File: config.mk
export PLATFORM = sky130hd
export DESIGN_NAME = nsr_qmul
export DESIGN_NICKNAME = d
export VERILOG_FILES = /design/src/hw/rtl/navier_stokes_point_residual_assert.svh /design/src/hw/rtl/nsr_pkg.sv /design/src/hw/rtl/nsr_qmul.sv
export SDC_FILE = /design/constraint.sdc
export NUM_CORES = 2
export LEC_CHECK = 0
export BUFFER_PORTS_ARGS = -buffer_cell sky130_fd_sc_hd__buf_4
export CORE_ASPECT_RATIO = 2
export CORE_MARGIN = 10
export CORE_UTILIZATION = 65
export DETAILED_ROUTE_END_ITERATION = 6
export GPL_TIMING_DRIVEN = 1
export PLACE_DENSITY = 0.82
export SLEW_MARGIN = 20
export SYNTH_ARGS = -nofsm -noshare
export SYNTH_HDL_FRONTEND = slang
export SYNTH_SLANG_ARGS = --single-unit
export TNS_END_PERCENT = 5
File: constraint.sdc
create_clock -name clk -period 10.3 [get_ports clk]
set_input_delay 0.515 -clock clk [delete_from_list [all_inputs] [get_ports clk]]
set_output_delay 0.515 -clock clk [all_outputs]
set_load 0.005 [all_outputs]
File: src/hw/rtl/navier_stokes_point_residual_assert.svh
// Assertion macros for the point residual pipeline.
`ifndef NAVIER_STOKES_POINT_RESIDUAL_ASSERT_SVH
`define NAVIER_STOKES_POINT_RESIDUAL_ASSERT_SVH

`ifndef SYNTHESIS
`define NSR_ASSERT_IMPL(lbl, clk, rst_n, ante, cons) \
    lbl: assert property (@(posedge clk) disable iff (!rst_n) (ante) |-> (cons)) \
        else $error("pipeline check failed");
`define NSR_ASSERT_NEXT(lbl, clk, rst_n, ante, cons) \
    lbl: assert property (@(posedge clk) disable iff (!rst_n) (ante) |=> (cons)) \
        else $error("pipeline check failed");
`else
`define NSR_ASSERT_IMPL(lbl, clk, rst_n, ante, cons)
`define NSR_ASSERT_NEXT(lbl, clk, rst_n, ante, cons)
`endif

`endif

File: src/hw/rtl/nsr_pkg.sv
// Shared types, constants and saturation helper for the point residual block.
package nsr_pkg;

    localparam int Q_W       = 32;
    localparam int Q_FRAC    = 16;
    localparam int VISC_W    = 31;
    localparam int OPA_W     = Q_W + 1;
    localparam int PROD_W    = OPA_W + Q_W;
    localparam int SUM_W     = Q_W + 3;
    localparam int CFG_IDX_W = 2;
    localparam int NUM_STAGES = 6;

    localparam logic [CFG_IDX_W-1:0] CFG_VISCOSITY   = 2'd0;
    localparam logic [CFG_IDX_W-1:0] CFG_FULL_TENSOR = 2'd1;

    localparam logic [VISC_W-1:0] VISC_RESET = 31'd65536;

    localparam logic signed [PROD_W-1:0] Q_MAX_W = 65'sd2147483647;
    localparam logic signed [PROD_W-1:0] Q_MIN_W = -65'sd2147483648;

    typedef struct packed {
        logic mul_en;
        logic sat_en;
    } qmul_ctl_t;

    function automatic logic signed [Q_W-1:0] sat_q(input logic signed [PROD_W-1:0] v);
        if (v > Q_MAX_W)
        begin
            return Q_MAX_W[Q_W-1:0];
        end
        else if (v < Q_MIN_W)
        begin
            return Q_MIN_W[Q_W-1:0];
        end
        return v[Q_W-1:0];
    endfunction

endpackage

File: src/hw/rtl/nsr_qmul.sv
// Two-stage Q16.16 multiplier: exact product, then floor and saturate.
module nsr_qmul
    import nsr_pkg::*;
(
    input  logic                    clk,
    input  qmul_ctl_t               ctl,
    input  logic signed [OPA_W-1:0] a,
    input  logic signed [Q_W-1:0]   b,
    output logic signed [Q_W-1:0]   q
);

    logic signed [PROD_W-1:0] prod_reg;
    logic signed [PROD_W-1:0] prod_next;
    logic signed [Q_W-1:0]    q_reg;
    logic signed [Q_W-1:0]    q_next;

    assign prod_next = PROD_W'(a) * PROD_W'(b);
    // arithmetic shift floors toward minus infinity
    assign q_next    = sat_q(prod_reg >>> Q_FRAC);
    assign q         = q_reg;

    always_ff @(posedge clk)
    begin
        if (ctl.mul_en)
        begin
            prod_reg <= prod_next;
        end
        if (ctl.sat_en)
        begin
            q_reg <= q_next;
        end
    end

endmodule

==> metrics.txt <==
outcome complete, no violations; CP delay by family, top adder cells; number of global-route vias before repair 32900; crit-path max FO 33; chip height 369 um; DP Area about 0.04 mm^2; Setup TNS Final 0 ns; Die X 194 um; Final min period about 8.4 ns; number of synthesized register bits between 80 and 90; Primary FF master, synth edfxtp_1; Netlist cell types 64; syn nets 5470; CTS tree yes; share of cells above drive strength 1 0.0368; design area ~0.04 mm^2; H-tree levels 3; DRC viols 0; post-CTS resize count 0; maximum clock frequency about 120 MHz; Worst Tran Pin Value 0.826 ns; DP HPWL roughly 93000 um; max-slew violation count 0; Final nets roughly 5400; # port buffers between 90 and 100; register area share after synthesis 0.0616; unrepaired setup endpoints after global routing no; Initial DRT Pass Iterations 6; Hold Crit Class reg2reg; cells after synthesis around 4100; CP Buf/Inv Count 8; Hold Startpoint prod_reg[64]$_DFFE_PP_; Synth async-reset ratio 0; final hold viol count 0; Setup CP Type in2reg; largest net degree at the start of global routing 50; core area around 0.06 mm^2; Yosys top cell by area fa_1; post-CTS setup repair buffer count 0; first-pass GRT wire length 179000 um; num rows ~130; Worst Setup SP b[5]; GP Congestion ~0.98; Post-Syn Area between 0.03 and 0.04 mm^2; most frequent cells in the layout fa_1, inv_1, nand2_1; yosys warns 0; root buffer cell clkbuf_16; Routed WL approximately 110000 um; max reg flops 49; Worst path max stage delay 0.66 ns; vias per cell around 5.9; CP startpoint kind primary input; DIE AREA 0.0716 mm^2; Post-synth EDFFs 81; fin util 0.679; r2r startpoint prod_reg[61]$_DFFE_PP_; Routed WL per cell about 24 um; Starting Density 0.657; most frequent CP cell fa_1; Critical Path RT between 10 and 15 ns; cts bufs inserted 9; initial antenna violation count 3; Max Clock Skew about 0.004 ns; ranking of synthesized cells by area fa_1, inv_1, and2_1, edfxtp_1, ha_1; cts hold-fix bufs 0; antenna violation net count after detailed routing 0; worst-skew pair later-pin latency approximately 0.34 ns; I/O Pins 100; P&R area growth vs syn 3.33%; Max Buffers Root-to-Sink 2; via count 28400; gr usage total 0.331; Crit-path slowest cell fa_1; Crit path arrival time roughly 8.5 ns; max-cap violations 0; fin crit share 0.813; area share of the largest cell type after synthesis 0.563; max_slew headroom 0.449; Crit. End Element register; Detailed Route Iter0 Violations 1943; commonest non-fill, non-tap cell in the layout fa_1; grt ovf 0; Final setup violation count 0; Syn Area/Cell 9.61 um^2; clock sink count between 80 and 90; Clock transition at path regs ~0.06 ns
-- worst reg2reg max path, cell delays in order, from the launching register on --
cell,delay [ns]
edfxtp_1,0.40
nor4_1,0.32
nand4_1,0.13
nor4_1,0.24
nor2_2,0.05
buf_4,0.23
nor2_1,0.14
nor2_1,0.07
-- cells in the mapped netlist, drive strengths merged, types with 2 or more instances --
cell type  count
o311ai         2
nor2b          7
a2111oi        3
o21bai         6
xnor2         45
inv         1038
a21boi         3
o31a           2
nor3           8
o21ai         32
xor2          18
a21o          17
nor4           7
ha           182
a21oi         59
buf            3
and2         490
o31ai          3
nand3         11
a211o          4
nand2b        12
or2            2
a41oi          2
nand4         20
nor2         116
a211oi         6
edfxtp        81
a31oi          7
or3            3
o21a           3
nand2        573
clkbuf       208
fa          1111
nor3b          2
o22ai          2
and4           2
o211ai         6
and3           4
-- logic make-up (layout without fill, tap and decap cells) --
family | Yosys count | in the layout | share of synthesized area
fa+ha+maj | 1293 | 1293 | 0.621
simple gates | 1257 | 1257 | 0.156
buf+inv | 1250 | 1159 | 0.119
compound gates | 165 | 165 | 0.0287
flops | 81 | 81 | 0.0616
xor+xnor | 63 | 63 | 0.0140
other cells | 0 | 1 | 0
-- cell type report --
cell class / count / area (um^2)
fill: 4658 / 19300
inverter: 1039 / 3900
multi-input combinational: 2778 / 32400
clock inverter: 7 / 124
tap: 774 / 968
sequential: 81 / 2430
antenna: 1 / 2.50
clock buffer: 9 / 225
timing repair buffer: 104 / 781
-- final timing paths --
check                                 to  slack [ns]  cells past startpoint
setup / recovery  prod_reg[64]$_DFFE_PP_        1.93                     27
hold reg to reg          q[31]$_DFFE_PP_        0.53                      0
hold / removal           q[31]$_DFFE_PP_        0.53                      0
setup reg to reg         q[12]$_DFFE_PP_        8.46                      7
-- per-layer routing --
layer / track usage / up-vias / routed length [um]
met5: 0 / - / 18
li1: - / 11500 / -
met1: 0.303 / 14800 / 31000
met3: 0.0518 / 671 / 6820
met2: 0.596 / 1419 / 61900
met4: 0.338 / 4 / 15000
-- stage by stage --
| stage | setup slack, ns | instances | hold slack, ns |
|---|---|---|---|
| after global routing | 1.57 | 4793 | 0.550 |
| after CTS | 1.99 | 4792 | 0.537 |
| after detailed placement | 1.63 | 4776 | 0.524 |
| final | 1.93 | 4793 | 0.528 |
| after floorplan | 2.28 | 4109 | 0.513 |
| after global placement | 1.81 | 4776 | 0.517 |
Power is not shown: default switching activity piles up to over one toggle a cycle in this logic, so the estimate is an artifact.
